==> config.mk <==
export PLATFORM = sky130hd
export DESIGN_NAME = tdm_frame_level_meter_core
export DESIGN_NICKNAME = d
export VERILOG_FILES = /design/src/hw/rtl/tfm_pkg.sv /design/src/hw/rtl/tfm_div.sv /design/src/hw/rtl/tfm_sqrt.sv /design/src/hw/rtl/tfm_dp.sv /design/src/hw/rtl/tfm_ctrl.sv /design/src/hw/rtl/tdm_frame_level_meter_core.sv
export SDC_FILE = /design/constraint.sdc
export NUM_CORES = 2
export LEC_CHECK = 0
export BUFFER_PORTS_ARGS = -buffer_cell sky130_fd_sc_hd__clkbuf_2
export CORE_MARGIN = 2
export CORE_UTILIZATION = 45
export DETAILED_ROUTE_END_ITERATION = 6
export PLACE_DENSITY = 0.7
export SYNTH_ARGS = -nofsm -noshare
export SYNTH_HDL_FRONTEND = slang
export SYNTH_HIERARCHICAL = 1
export SYNTH_SLANG_ARGS = --single-unit
==> constraint.sdc <==
create_clock -name i_clk -period 20.8 [get_ports i_clk]
set_input_delay 1.04 -clock i_clk [delete_from_list [all_inputs] [get_ports i_clk]]
set_output_delay 1.04 -clock i_clk [all_outputs]
set_load 0.02 [all_outputs]
==> src/hw/rtl/tfm_pkg.sv <==
// Package for the TDM frame level meter: fixed field widths, register
// indexes, channel codes, controller state type and the command/status structs.
// No dependencies.
package tfm_pkg;

    // Fixed field widths
    localparam int SMP_W      = 16;
    localparam int SLOT_W     = 2;
    localparam int TDM_SLOTS  = 4;
    localparam int FS_W       = 11;
    localparam int CH_W       = 2;
    localparam int MIC_CLIP_W = 12;
    localparam int REF_CLIP_W = 11;
    localparam int CFG_IDX_W  = 2;
    localparam int CFG_DATA_W = 11;
    localparam int NUM_CH     = 3;

    // Sqrt unit: 32-bit operand, 16-bit root, one root bit per cycle
    localparam int SQRT_IN_W  = 32;
    localparam int SQRT_OUT_W = 16;

    // Clip threshold on sample magnitude
    localparam logic [SMP_W-1:0] CLIP_LEVEL = 16'd32700;

    // Register indexes on the configuration port
    localparam logic [CFG_IDX_W-1:0] REG_MIC_A_SLOT    = 2'd0;
    localparam logic [CFG_IDX_W-1:0] REG_MIC_B_SLOT    = 2'd1;
    localparam logic [CFG_IDX_W-1:0] REG_REF_SLOT      = 2'd2;
    localparam logic [CFG_IDX_W-1:0] REG_FRAME_SAMPLES = 2'd3;

    // Register reset values
    localparam logic [SLOT_W-1:0] MIC_A_SLOT_RST    = 2'd0;
    localparam logic [SLOT_W-1:0] MIC_B_SLOT_RST    = 2'd2;
    localparam logic [SLOT_W-1:0] REF_SLOT_RST      = 2'd1;
    localparam logic [FS_W-1:0]   FRAME_SAMPLES_RST = 11'd512;
    localparam logic [FS_W-1:0]   FRAME_MIN         = 11'd2;

    // Channel codes
    localparam logic [CH_W-1:0] CH_MIC_A = 2'd0;
    localparam logic [CH_W-1:0] CH_MIC_B = 2'd1;
    localparam logic [CH_W-1:0] CH_REF   = 2'd2;

    typedef enum logic [2:0] {
        ST_IDLE,
        ST_ACC,
        ST_DC_GO,
        ST_DC_WAIT,
        ST_MS_GO,
        ST_MS_WAIT,
        ST_SQ_WAIT,
        ST_EMIT
    } t_state;

    // Controller -> datapath
    typedef struct packed {
        logic            capture;
        logic            accum;
        logic            div_start;
        logic            div_ms;
        logic            dc_take;
        logic            sqrt_start;
        logic            load_out;
        logic            clear;
        logic [CH_W-1:0] ch;
    } t_cmd;

    // Datapath -> controller
    typedef struct packed {
        logic frame_end;
        logic div_done;
        logic sqrt_done;
    } t_sts;

endpackage

==> src/hw/rtl/tfm_div.sv <==
// Restoring unsigned divider, one quotient bit per cycle.
// Uses no package.
module tfm_div #(
    parameter int DVD_W = 41,
    parameter int DVS_W = 11
) (
    input  logic             i_clk,
    input  logic             i_rst_n,
    input  logic             i_start,
    input  logic [DVD_W-1:0] i_dividend,
    input  logic [DVS_W-1:0] i_divisor,
    output logic [DVD_W-1:0] o_quot,
    output logic             o_done
);

    localparam int STEP_W = $clog2(DVD_W);
    localparam logic [STEP_W-1:0] LAST_STEP = STEP_W'(DVD_W - 1);

    logic              r_busy;
    logic              r_done;
    logic [STEP_W-1:0] r_step;
    logic [DVD_W-1:0]  r_q;
    logic [DVS_W-1:0]  r_rem;
    logic [DVS_W-1:0]  r_dvs;

    logic [DVS_W:0]    rem_sh;
    logic [DVS_W:0]    rem_sub;
    logic              q_bit;

    // Trial subtract of the divisor from the shifted partial remainder
    always_comb begin
        rem_sh  = {r_rem, r_q[DVD_W-1]};
        rem_sub = rem_sh - {1'b0, r_dvs};
        q_bit   = (rem_sh >= {1'b0, r_dvs});
    end

    // Control: busy for DVD_W steps, done pulses in the cycle after the last
    always_ff @(posedge i_clk) begin
        if (!i_rst_n) begin
            r_busy <= 1'b0;
            r_done <= 1'b0;
            r_step <= '0;
        end else begin
            r_done <= 1'b0;
            if (i_start) begin
                r_busy <= 1'b1;
                r_step <= '0;
            end else if (r_busy) begin
                r_step <= r_step + 1'b1;
                if (r_step == LAST_STEP) begin
                    r_busy <= 1'b0;
                    r_done <= 1'b1;
                end
            end
        end
    end

    // Dividend shifts out at the top while quotient bits shift in below
    always_ff @(posedge i_clk) begin
        if (i_start) begin
            r_q   <= i_dividend;
            r_rem <= '0;
            r_dvs <= i_divisor;
        end else if (r_busy) begin
            r_q   <= {r_q[DVD_W-2:0], q_bit};
            r_rem <= q_bit ? rem_sub[DVS_W-1:0] : rem_sh[DVS_W-1:0];
        end
    end

    assign o_quot = r_q;
    assign o_done = r_done;

endmodule

==> src/hw/rtl/tfm_sqrt.sv <==
// Digit-by-digit floor square root, one root bit per cycle.
// Depends on tfm_pkg for operand and root widths.
module tfm_sqrt (
    input  logic                             i_clk,
    input  logic                             i_rst_n,
    input  logic                             i_start,
    input  logic [tfm_pkg::SQRT_IN_W-1:0]    i_opd,
    output logic [tfm_pkg::SQRT_OUT_W-1:0]   o_root,
    output logic                             o_done
);

    localparam int RT_W   = tfm_pkg::SQRT_OUT_W;
    localparam int IN_W   = tfm_pkg::SQRT_IN_W;
    localparam int REM_W  = RT_W + 3;
    localparam int STEP_W = $clog2(RT_W);
    localparam logic [STEP_W-1:0] LAST_STEP = STEP_W'(RT_W - 1);

    logic              r_busy;
    logic              r_done;
    logic [STEP_W-1:0] r_step;
    logic [IN_W-1:0]   r_opd;
    logic [REM_W-1:0]  r_rem;
    logic [RT_W-1:0]   r_root;

    logic [REM_W-1:0]  rem_sh;
    logic [REM_W-1:0]  trial;
    logic              r_bit;

    // Bring down two operand bits, try (4*root + 1)
    always_comb begin
        rem_sh = {r_rem[REM_W-3:0], r_opd[IN_W-1 -: 2]};
        trial  = {1'b0, r_root, 2'b01};
        r_bit  = (rem_sh >= trial);
    end

    always_ff @(posedge i_clk) begin
        if (!i_rst_n) begin
            r_busy <= 1'b0;
            r_done <= 1'b0;
            r_step <= '0;
        end else begin
            r_done <= 1'b0;
            if (i_start) begin
                r_busy <= 1'b1;
                r_step <= '0;
            end else if (r_busy) begin
                r_step <= r_step + 1'b1;
                if (r_step == LAST_STEP) begin
                    r_busy <= 1'b0;
                    r_done <= 1'b1;
                end
            end
        end
    end

    always_ff @(posedge i_clk) begin
        if (i_start) begin
            r_opd  <= i_opd;
            r_rem  <= '0;
            r_root <= '0;
        end else if (r_busy) begin
            r_opd  <= {r_opd[IN_W-3:0], 2'b00};
            r_rem  <= r_bit ? (rem_sh - trial) : rem_sh;
            r_root <= {r_root[RT_W-2:0], r_bit};
        end
    end

    assign o_root = r_root;
    assign o_done = r_done;

endmodule

==> src/hw/rtl/tfm_dp.sv <==
// Datapath: config registers, slot capture, per-channel accumulators,
// shared divider and sqrt unit, result word registers. Depends on tfm_pkg,
// tfm_div and tfm_sqrt.
module tfm_dp #(
    parameter int FRAME_MAX = 1024
) (
    input  logic                                  i_clk,
    input  logic                                  i_rst_n,
    // configuration writes
    input  logic                                  i_cfg_we,
    input  logic [tfm_pkg::CFG_IDX_W-1:0]         i_cfg_index,
    input  logic [tfm_pkg::CFG_DATA_W-1:0]        i_cfg_data,
    // input word
    input  logic signed [tfm_pkg::SMP_W-1:0]      i_slot0,
    input  logic signed [tfm_pkg::SMP_W-1:0]      i_slot1,
    input  logic signed [tfm_pkg::SMP_W-1:0]      i_slot2,
    input  logic signed [tfm_pkg::SMP_W-1:0]      i_slot3,
    // control
    input  tfm_pkg::t_cmd                         i_cmd,
    output tfm_pkg::t_sts                         o_sts,
    // result word
    output logic [tfm_pkg::CH_W-1:0]              o_channel,
    output logic [tfm_pkg::SMP_W-1:0]             o_peak,
    output logic signed [tfm_pkg::SMP_W-1:0]      o_dc,
    output logic [tfm_pkg::SMP_W-1:0]             o_rms,
    output logic [tfm_pkg::MIC_CLIP_W-1:0]        o_mic_clip_cnt,
    output logic [tfm_pkg::REF_CLIP_W-1:0]        o_ref_clipped,
    output logic                                  o_last
);

    localparam int SMP_W = tfm_pkg::SMP_W;
    localparam int CNT_W = $clog2(FRAME_MAX + 1);
    localparam int SUM_W = SMP_W + CNT_W;
    localparam int SQ_W  = 2 * SMP_W - 2 + CNT_W;
    localparam int NCH   = tfm_pkg::NUM_CH;

    // Slot mux; a 2-bit index always names a present slot
    function automatic logic signed [SMP_W-1:0] slot_mux(
        input logic [tfm_pkg::SLOT_W-1:0] idx,
        input logic signed [SMP_W-1:0]    s0,
        input logic signed [SMP_W-1:0]    s1,
        input logic signed [SMP_W-1:0]    s2,
        input logic signed [SMP_W-1:0]    s3
    );
        logic signed [SMP_W-1:0] v;
        case (idx)
            2'd0:    v = s0;
            2'd1:    v = s1;
            2'd2:    v = s2;
            2'd3:    v = s3;
            default: v = s0;
        endcase
        return v;
    endfunction

    // Configuration registers
    logic [tfm_pkg::SLOT_W-1:0] r_mic_a_slot;
    logic [tfm_pkg::SLOT_W-1:0] r_mic_b_slot;
    logic [tfm_pkg::SLOT_W-1:0] r_ref_slot;
    logic [tfm_pkg::FS_W-1:0]   r_frame_samples;

    // Captured samples and accumulators
    logic signed [SMP_W-1:0]         r_smp    [NCH];
    logic [CNT_W-1:0]                r_cnt;
    logic signed [SUM_W-1:0]         r_sum    [NCH];
    logic [SQ_W-1:0]                 r_sq     [NCH];
    logic [SMP_W-1:0]                r_peak   [NCH];
    logic [tfm_pkg::MIC_CLIP_W-1:0]  r_mic_clip;
    logic [tfm_pkg::REF_CLIP_W-1:0]  r_ref_clip;
    logic [SMP_W-1:0]                r_dc;

    // Result word registers
    logic [tfm_pkg::CH_W-1:0]        r_o_channel;
    logic [SMP_W-1:0]                r_o_peak;
    logic [SMP_W-1:0]                r_o_dc;
    logic [SMP_W-1:0]                r_o_rms;
    logic [tfm_pkg::MIC_CLIP_W-1:0]  r_o_mic_clip;
    logic [tfm_pkg::REF_CLIP_W-1:0]  r_o_ref_clip;
    logic                            r_o_last;

    logic [SMP_W-1:0]                mag      [NCH];
    logic [2*SMP_W-1:0]              sq       [NCH];
    logic                            clip     [NCH];
    logic [1:0]                      mic_inc;
    logic [CNT_W-1:0]                cnt_nxt;
    logic [CNT_W-1:0]                frame_len;
    logic [31:0]                     fs_ext;

    logic signed [SUM_W-1:0]         sum_sel;
    logic [SUM_W-1:0]                sum_abs;
    logic [SQ_W-1:0]                 dividend;
    logic [SQ_W-1:0]                 quot;
    logic                            div_done;
    logic [tfm_pkg::SQRT_OUT_W-1:0]  root;
    logic                            sqrt_done;

    // Configuration write
    always_ff @(posedge i_clk) begin
        if (!i_rst_n) begin
            r_mic_a_slot    <= tfm_pkg::MIC_A_SLOT_RST;
            r_mic_b_slot    <= tfm_pkg::MIC_B_SLOT_RST;
            r_ref_slot      <= tfm_pkg::REF_SLOT_RST;
            r_frame_samples <= tfm_pkg::FRAME_SAMPLES_RST;
        end else if (i_cfg_we) begin
            case (i_cfg_index)
                tfm_pkg::REG_MIC_A_SLOT:    r_mic_a_slot    <= i_cfg_data[tfm_pkg::SLOT_W-1:0];
                tfm_pkg::REG_MIC_B_SLOT:    r_mic_b_slot    <= i_cfg_data[tfm_pkg::SLOT_W-1:0];
                tfm_pkg::REG_REF_SLOT:      r_ref_slot      <= i_cfg_data[tfm_pkg::SLOT_W-1:0];
                tfm_pkg::REG_FRAME_SAMPLES: r_frame_samples <= i_cfg_data;
                default: ;
            endcase
        end
    end

    // Capture the three selected slots of the accepted word
    always_ff @(posedge i_clk) begin
        if (i_cmd.capture) begin
            r_smp[0] <= slot_mux(r_mic_a_slot, i_slot0, i_slot1, i_slot2, i_slot3);
            r_smp[1] <= slot_mux(r_mic_b_slot, i_slot0, i_slot1, i_slot2, i_slot3);
            r_smp[2] <= slot_mux(r_ref_slot,   i_slot0, i_slot1, i_slot2, i_slot3);
        end
    end

    // Magnitude, square and clip flag per channel
    always_comb begin
        for (int c = 0; c < NCH; c++) begin
            mag[c]  = r_smp[c][SMP_W-1] ? (SMP_W'(0) - r_smp[c]) : r_smp[c];
            sq[c]   = {{SMP_W{1'b0}}, mag[c]} * {{SMP_W{1'b0}}, mag[c]};
            clip[c] = (mag[c] >= tfm_pkg::CLIP_LEVEL);
        end
        mic_inc = {1'b0, clip[0]} + {1'b0, clip[1]};
    end

    // Effective frame length, clamped to [2, FRAME_MAX]
    always_comb begin
        fs_ext  = 32'(r_frame_samples);
        cnt_nxt = r_cnt + 1'b1;
        if (r_frame_samples < tfm_pkg::FRAME_MIN) begin
            frame_len = CNT_W'(2);
        end else if (fs_ext > 32'(FRAME_MAX)) begin
            frame_len = CNT_W'(FRAME_MAX);
        end else begin
            frame_len = CNT_W'(r_frame_samples);
        end
    end

    // Accumulators: update per word, clear when the last result of a frame is loaded
    always_ff @(posedge i_clk) begin
        if (!i_rst_n || i_cmd.clear) begin
            r_cnt      <= '0;
            r_mic_clip <= '0;
            r_ref_clip <= '0;
            for (int c = 0; c < NCH; c++) begin
                r_sum[c]  <= '0;
                r_sq[c]   <= '0;
                r_peak[c] <= '0;
            end
        end else if (i_cmd.accum) begin
            r_cnt      <= cnt_nxt;
            r_mic_clip <= r_mic_clip + tfm_pkg::MIC_CLIP_W'(mic_inc);
            r_ref_clip <= r_ref_clip + tfm_pkg::REF_CLIP_W'(clip[2]);
            for (int c = 0; c < NCH; c++) begin
                r_sum[c] <= r_sum[c] + {{(SUM_W-SMP_W){r_smp[c][SMP_W-1]}}, r_smp[c]};
                r_sq[c]  <= r_sq[c] + SQ_W'(sq[c]);
                if (mag[c] > r_peak[c]) begin
                    r_peak[c] <= mag[c];
                end
            end
        end
    end

    // Divider operand: |sum| for the DC value, square sum for the mean square
    always_comb begin
        sum_sel  = r_sum[i_cmd.ch];
        sum_abs  = sum_sel[SUM_W-1] ? (SUM_W'(0) - sum_sel) : sum_sel;
        dividend = i_cmd.div_ms ? r_sq[i_cmd.ch] : {{(SQ_W-SUM_W){1'b0}}, sum_abs};
    end

    tfm_div #(
        .DVD_W (SQ_W),
        .DVS_W (CNT_W)
    ) u_div (
        .i_clk      (i_clk),
        .i_rst_n    (i_rst_n),
        .i_start    (i_cmd.div_start),
        .i_dividend (dividend),
        .i_divisor  (r_cnt),
        .o_quot     (quot),
        .o_done     (div_done)
    );

    tfm_sqrt u_sqrt (
        .i_clk   (i_clk),
        .i_rst_n (i_rst_n),
        .i_start (i_cmd.sqrt_start),
        .i_opd   (quot[tfm_pkg::SQRT_IN_W-1:0]),
        .o_root  (root),
        .o_done  (sqrt_done)
    );

    // DC: restore the sign of the sum on the truncated quotient
    always_ff @(posedge i_clk) begin
        if (i_cmd.dc_take) begin
            r_dc <= sum_sel[SUM_W-1] ? (SMP_W'(0) - quot[SMP_W-1:0]) : quot[SMP_W-1:0];
        end
    end

    // Result word register
    always_ff @(posedge i_clk) begin
        if (i_cmd.load_out) begin
            r_o_channel  <= i_cmd.ch;
            r_o_peak     <= r_peak[i_cmd.ch];
            r_o_dc       <= r_dc;
            r_o_rms      <= root;
            r_o_mic_clip <= r_mic_clip;
            r_o_ref_clip <= r_ref_clip;
            r_o_last     <= (i_cmd.ch == tfm_pkg::CH_REF);
        end
    end

    assign o_sts.frame_end = (cnt_nxt >= frame_len);
    assign o_sts.div_done  = div_done;
    assign o_sts.sqrt_done = sqrt_done;

    assign o_channel      = r_o_channel;
    assign o_peak         = r_o_peak;
    assign o_dc           = r_o_dc;
    assign o_rms          = r_o_rms;
    assign o_mic_clip_cnt = r_o_mic_clip;
    assign o_ref_clipped  = r_o_ref_clip;
    assign o_last         = r_o_last;

endmodule

==> src/hw/rtl/tfm_ctrl.sv <==
// Controller: sequences capture, accumulate, and the per-channel
// divide / divide / sqrt / emit steps at frame end. Depends on tfm_pkg.
module tfm_ctrl (
    input  logic          i_clk,
    input  logic          i_rst_n,
    input  logic          i_in_valid,
    output logic          o_in_stall,
    output logic          o_out_valid,
    input  logic          i_out_stall,
    input  tfm_pkg::t_sts i_sts,
    output tfm_pkg::t_cmd o_cmd
);

    tfm_pkg::t_state             r_state;
    tfm_pkg::t_state             n_state;
    logic [tfm_pkg::CH_W-1:0]    r_ch;
    logic [tfm_pkg::CH_W-1:0]    n_ch;
    logic                        r_out_valid;
    logic                        n_out_valid;
    logic                        out_free;

    always_ff @(posedge i_clk) begin
        if (!i_rst_n) begin
            r_state     <= tfm_pkg::ST_IDLE;
            r_ch        <= tfm_pkg::CH_MIC_A;
            r_out_valid <= 1'b0;
        end else begin
            r_state     <= n_state;
            r_ch        <= n_ch;
            r_out_valid <= n_out_valid;
        end
    end

    always_comb begin
        n_state    = r_state;
        n_ch       = r_ch;
        o_cmd      = '0;
        o_cmd.ch   = r_ch;
        o_in_stall = 1'b1;
        // output register is free when empty or being taken this cycle
        out_free    = !r_out_valid || !i_out_stall;
        n_out_valid = r_out_valid && i_out_stall;

        case (r_state)
            tfm_pkg::ST_IDLE: begin
                o_in_stall = 1'b0;
                if (i_in_valid) begin
                    o_cmd.capture = 1'b1;
                    n_state       = tfm_pkg::ST_ACC;
                end
            end
            tfm_pkg::ST_ACC: begin
                o_cmd.accum = 1'b1;
                if (i_sts.frame_end) begin
                    n_ch    = tfm_pkg::CH_MIC_A;
                    n_state = tfm_pkg::ST_DC_GO;
                end else begin
                    n_state = tfm_pkg::ST_IDLE;
                end
            end
            tfm_pkg::ST_DC_GO: begin
                o_cmd.div_start = 1'b1;
                n_state         = tfm_pkg::ST_DC_WAIT;
            end
            tfm_pkg::ST_DC_WAIT: begin
                if (i_sts.div_done) begin
                    o_cmd.dc_take = 1'b1;
                    n_state       = tfm_pkg::ST_MS_GO;
                end
            end
            tfm_pkg::ST_MS_GO: begin
                o_cmd.div_start = 1'b1;
                o_cmd.div_ms    = 1'b1;
                n_state         = tfm_pkg::ST_MS_WAIT;
            end
            tfm_pkg::ST_MS_WAIT: begin
                o_cmd.div_ms = 1'b1;
                if (i_sts.div_done) begin
                    o_cmd.sqrt_start = 1'b1;
                    n_state          = tfm_pkg::ST_SQ_WAIT;
                end
            end
            tfm_pkg::ST_SQ_WAIT: begin
                if (i_sts.sqrt_done) begin
                    n_state = tfm_pkg::ST_EMIT;
                end
            end
            tfm_pkg::ST_EMIT: begin
                if (out_free) begin
                    o_cmd.load_out = 1'b1;
                    n_out_valid    = 1'b1;
                    if (r_ch == tfm_pkg::CH_REF) begin
                        o_cmd.clear = 1'b1;
                        n_state     = tfm_pkg::ST_IDLE;
                    end else begin
                        n_ch    = r_ch + 1'b1;
                        n_state = tfm_pkg::ST_DC_GO;
                    end
                end
            end
            default: begin
                n_state = tfm_pkg::ST_IDLE;
            end
        endcase
    end

    assign o_out_valid = r_out_valid;

endmodule

==> src/hw/rtl/tdm_frame_level_meter_core.sv <==
// TDM frame level meter, top level: controller plus datapath.
// Depends on tfm_pkg, tfm_ctrl and tfm_dp.
//
// Input channel: one word per TDM sample period (i_slot0..i_slot3), taken
// when i_in_valid is high and o_in_stall is low. Three configured slots
// (two mics, one reference) are accumulated per word: sum, sum of squares,
// peak magnitude and clip counts.
// A word that does not close a frame goes through capture, then accumulate.
// The word that closes a frame runs, per channel, a bit-serial divide for
// DC, a second for the mean square (W quotient bits each, W = sum-of-squares
// width, 41 at FRAME_MAX = 1024) and a bit-serial square root with a 16-bit
// root, then emits that channel's result word.
// Output channel: three result words per frame (channel 0, 1, 2; o_last on
// the third) from an output register, taken when o_out_valid is high and
// i_out_stall is low. A stall holds the word; the next channel's result
// waits in the sequencer until the register frees. Once the third word is
// loaded the accumulators clear and a new input word is taken, even while
// that result word still waits.
// Configuration: i_cfg_valid/o_cfg_ready, always ready; write only when idle.
// Reset (i_rst_n low, synchronous) restores the register defaults and clears
// all accumulators and the output register's valid.
module tdm_frame_level_meter_core #(
    parameter int FRAME_MAX = 1024
) (
    input  logic                                  i_clk,
    input  logic                                  i_rst_n,
    // configuration
    input  logic                                  i_cfg_valid,
    output logic                                  o_cfg_ready,
    input  logic [tfm_pkg::CFG_IDX_W-1:0]         i_cfg_index,
    input  logic [tfm_pkg::CFG_DATA_W-1:0]        i_cfg_data,
    // input words
    input  logic                                  i_in_valid,
    output logic                                  o_in_stall,
    input  logic signed [tfm_pkg::SMP_W-1:0]      i_slot0,
    input  logic signed [tfm_pkg::SMP_W-1:0]      i_slot1,
    input  logic signed [tfm_pkg::SMP_W-1:0]      i_slot2,
    input  logic signed [tfm_pkg::SMP_W-1:0]      i_slot3,
    // result words
    output logic                                  o_out_valid,
    input  logic                                  i_out_stall,
    output logic [tfm_pkg::CH_W-1:0]              o_channel,
    output logic [tfm_pkg::SMP_W-1:0]             o_peak,
    output logic signed [tfm_pkg::SMP_W-1:0]      o_dc,
    output logic [tfm_pkg::SMP_W-1:0]             o_rms,
    output logic [tfm_pkg::MIC_CLIP_W-1:0]        o_mic_clip_cnt,
    output logic [tfm_pkg::REF_CLIP_W-1:0]        o_ref_clipped,
    output logic                                  o_last
);

    tfm_pkg::t_cmd cmd;
    tfm_pkg::t_sts sts;

    assign o_cfg_ready = 1'b1;

    tfm_ctrl u_ctrl (
        .i_clk       (i_clk),
        .i_rst_n     (i_rst_n),
        .i_in_valid  (i_in_valid),
        .o_in_stall  (o_in_stall),
        .o_out_valid (o_out_valid),
        .i_out_stall (i_out_stall),
        .i_sts       (sts),
        .o_cmd       (cmd)
    );

    tfm_dp #(
        .FRAME_MAX (FRAME_MAX)
    ) u_dp (
        .i_clk          (i_clk),
        .i_rst_n        (i_rst_n),
        .i_cfg_we       (i_cfg_valid && o_cfg_ready),
        .i_cfg_index    (i_cfg_index),
        .i_cfg_data     (i_cfg_data),
        .i_slot0        (i_slot0),
        .i_slot1        (i_slot1),
        .i_slot2        (i_slot2),
        .i_slot3        (i_slot3),
        .i_cmd          (cmd),
        .o_sts          (sts),
        .o_channel      (o_channel),
        .o_peak         (o_peak),
        .o_dc           (o_dc),
        .o_rms          (o_rms),
        .o_mic_clip_cnt (o_mic_clip_cnt),
        .o_ref_clipped  (o_ref_clipped),
        .o_last         (o_last)
    );

    // Capture happens on exactly the accepted input words
    a_capture_is_accept: assert property (@(posedge i_clk) disable iff (!i_rst_n)
        cmd.capture == (i_in_valid && !o_in_stall))
        else $error("capture does not match input accept");

    // A held result word is never overwritten
    a_no_overwrite: assert property (@(posedge i_clk) disable iff (!i_rst_n)
        cmd.load_out |-> !(o_out_valid && i_out_stall))
        else $error("result register loaded while stalled");

    // The frame-closing word is the reference channel, and only it
    a_last_is_ref: assert property (@(posedge i_clk) disable iff (!i_rst_n)
        o_out_valid |-> (o_last == (o_channel == tfm_pkg::CH_REF)))
        else $error("last flag does not match reference channel");

    // Accumulators clear only together with loading the last result
    a_clear_with_load: assert property (@(posedge i_clk) disable iff (!i_rst_n)
        cmd.clear |-> (cmd.load_out && cmd.ch == tfm_pkg::CH_REF))
        else $error("accumulators cleared outside frame end");

endmodule
==> metrics.txt <==
clock-pin slew on the worst setup and hold paths=0.07 ns; largest net degree at the start of global routing=72; Pre-Repair DR Iteration Count=6; WP buf/inv=8; Post-synth EDFFs=474; max_cap viols=0; Top delay family on crit path=adder cells; Post-Syn Area=0.0582 mm²; fin. max-slew vios=0; #FFs+latches synth=589; vias in the first global route=43.8k; FFs w/ async S/R, synth=0%; cts repair resizes=0; Final GP Congestion=0.976; drt drc=0; most common cell after layout, fill and taps aside=inv_1; H-tree levels=3; share of cells above drive strength 1=8.71%; Clock Latency Late Sink=0.70 ns; Top Ports=159; post-layout minimum cycle time=9.92 ns; Fin. Hold Viols=0; synth warn=6; clock buffer depth=3; Seq/Total Area, Yosys=28.4%; die footprint=0.132 mm²; Routed WL per cell=20.2 µm; CP startpoint kind=flip-flop; CTS hold repair buffers=0; hold depth=0; Via-to-Cell Ratio=5.54; max incr delay on CP=0.70 ns; Worst Hold Endpoint=u_dp/o_dc[12]; Cells after Synth=6025; synth top area cells=edfxtp_1 (24%), fa_1 (20%), ha_1 (11%), inv_1 (7.3%), dfxtp_1 (4.0%); FP Rows=131; share of the cycle needed by the critical path after routing=47.7%; M1 GR Usage=33.3%; area grow syn2layout=9.04%; RR Startpoint=u_dp/r_smp[0][0]; flop-to-flop setup slack=10.88 ns; hold crit path type=reg -> reg; ys flop type=edfxtp_1; Setup Skew=0.0371 ns; Post-DRT Antenna Nets=0; Slew headroom=22.7%; Synth top area share=24.4%; met2 Use GR=38.9%; CORE AREA=0.128 mm²; Req. time, crit path=21.34 ns; Setup Crit Path Kind=reg -> reg; Starting Density=45.5%; Die W=364 µm; post-CTS setup buffer count=0; Yosys top cell by area=edfxtp_1; Worst path slowest cell=a211oi_1; Final nets=7303; Avg Inst Size Synth=9.67 µm²; CP endpoint kind=flip-flop; Tot GR Track Use=24.5%; worst reg2reg endpoint=u_dp/r_sq[0][39]; initial antenna violation count=7; Clock Tree Root=clkbuf_16; r2r worst-path depth=28; Die Y=364 µm; hold_sp=u_dp/r_dc[12]; total grt overflow=0; Buffers on Ports=157; commonest non-fill, non-tap cells in the layout=inv_1 (1132), fa_1 (585), nor2_1 (572); CTS tree=done; first-pass GRT wire length=250 mm; Max Clk Rate=101 MHz; DP HPWL=125 mm; crit path max fanout=12; Initial DRC Count=3865; busiest grt layer=met2; CTS sink count=589; cts bufs inserted=72; RSZ-0062 raised after global routing=false; setup_tns=0 ns; Final Setup Violations=0; via count=43.9k; worst slew pin tran=1.15 ns; GR Util met3=4.10%; final wirelength=161 mm; status=complete, no violations; data arrival time of the critical path=10.46 ns; post-synth cell types=102
cell usage after synthesis (9+ instances only):
library cell / n
a211oi_1: 30
a21boi_0: 25
a21o_1: 111
a21oi_1: 240
a311oi_1: 15
a31o_2: 10
a31oi_1: 33
and2_1: 28
and3_1: 61
and4_1: 10
buf_1: 30
buf_2: 11
clkbuf_1: 157
clkinv_1: 14
dfxtp_1: 115
edfxtp_1: 474
fa_1: 585
ha_1: 495
inv_1: 1132
mux2_2: 79
mux2i_1: 122
mux4_2: 48
nand2_1: 506
nand2b_1: 39
nand3_1: 82
nand4_1: 47
nor2_1: 575
nor2b_1: 44
nor3_1: 52
nor3b_1: 10
nor4_1: 13
o211ai_1: 22
o21a_1: 36
o21ai_0: 210
o21bai_1: 18
o221ai_1: 9
o31a_1: 9
o31ai_1: 26
o41ai_1: 9
or2_2: 10
or3_1: 28
xnor2_1: 129
xor2_1: 172
registers in the layout (all words and copies together) (netlist names), 12 cells and up:
name	cells
u_dp/o_mic_clip_cnt	12
u_dp/o_dc	16
u_dp/u_div/o_quot	41
u_dp/o_peak	16
u_dp/r_peak	48
u_dp/r_sum	81
u_dp/u_sqrt/r_rem	17
u_dp/r_mic_clip	12
u_dp/r_sq	123
u_dp/u_sqrt/r_opd	32
u_dp/r_smp	48
u_dp/r_dc	16
u_dp/o_rms	16
u_dp/u_sqrt/o_root	16
how the worst max path moves through the flow:
stage,cells after the start,end,from
after floorplan,6,u_dp/r_sq[0][0],i_out_stall
after global placement,28,u_dp/r_sq[0][39],u_dp/r_smp[0][0]
after detailed placement,28,u_dp/r_sq[0][39],u_dp/r_smp[0][0]
after CTS,28,u_dp/r_sq[0][39],u_dp/r_smp[0][0]
after global routing,28,u_dp/r_sq[0][39],u_dp/r_smp[0][0]
final,28,u_dp/r_sq[0][39],u_dp/r_smp[0][0]
worst reg2reg max path, delay by kind of cell, from the launching register on:
kind,cells,cell delay (ns)
buffers and inverters,8,1.63
AO/OA/AOI/OAI,7,2.25
XOR/XNOR,1,0.26
flip-flops,1,0.61
adder cells (fa/ha/maj),7,3.42
AND/OR/NAND/NOR,5,1.63
cell families after synthesis:
logic type	count (synthesis)	share of synthesized area (%)
adders and majority gates	1080	30.7
DFF	589	28.4
and+or+nand+nor	1551	12.0
muxes	249	5.48
AOI/OAI and AO/OA	888	9.87
other	3	0.0193
xor gates and xnor gates	302	4.56
buffers and inverters	1363	8.93
layout make-up:
cell class / count / area [µm²]
Fill cell: 11573 / 64500
Multi-Input combinational cell: 4102 / 36700
Sequential cell: 589 / 16500
Inverter: 1152 / 4330
Tap cell: 1729 / 2160
Clock buffer: 82 / 1870
Timing Repair Buffer: 224 / 1290
Clock inverter: 51 / 609
Antenna cell: 2 / 5.00
layer usage:
| metal | part of all wire [%] | wire (µm) | up-vias |
|---|---|---|---|
| met5 | 0.014 | 23 | - |
| met4 | 4.3 | 6850 | 4 |
| met3 | 8.4 | 13500 | 345 |
| met2 | 45 | 72500 | 1780 |
| met1 | 42 | 67800 | 21696 |
| li1 | - | - | 20097 |
stage by stage:
step / cell area, µm² / hold slack, ns / instances / util, % / setup slack (ns)
after floorplan: 58300 / 0.400 / 6054 / - / 10.55
after global placement: 61000 / 0.403 / 7796 / 47.7 / 11.21
after detailed placement: 61000 / 0.413 / 7796 / 47.7 / 11.11
after CTS: 63500 / 0.429 / 7929 / 49.6 / 11.03
after global routing: 63500 / 0.445 / 7929 / 49.6 / 10.58
final: 63500 / 0.427 / 7931 / 49.6 / 10.88
Power is not shown: default switching activity piles up to over one toggle a cycle in this logic, so the estimate is an artifact.
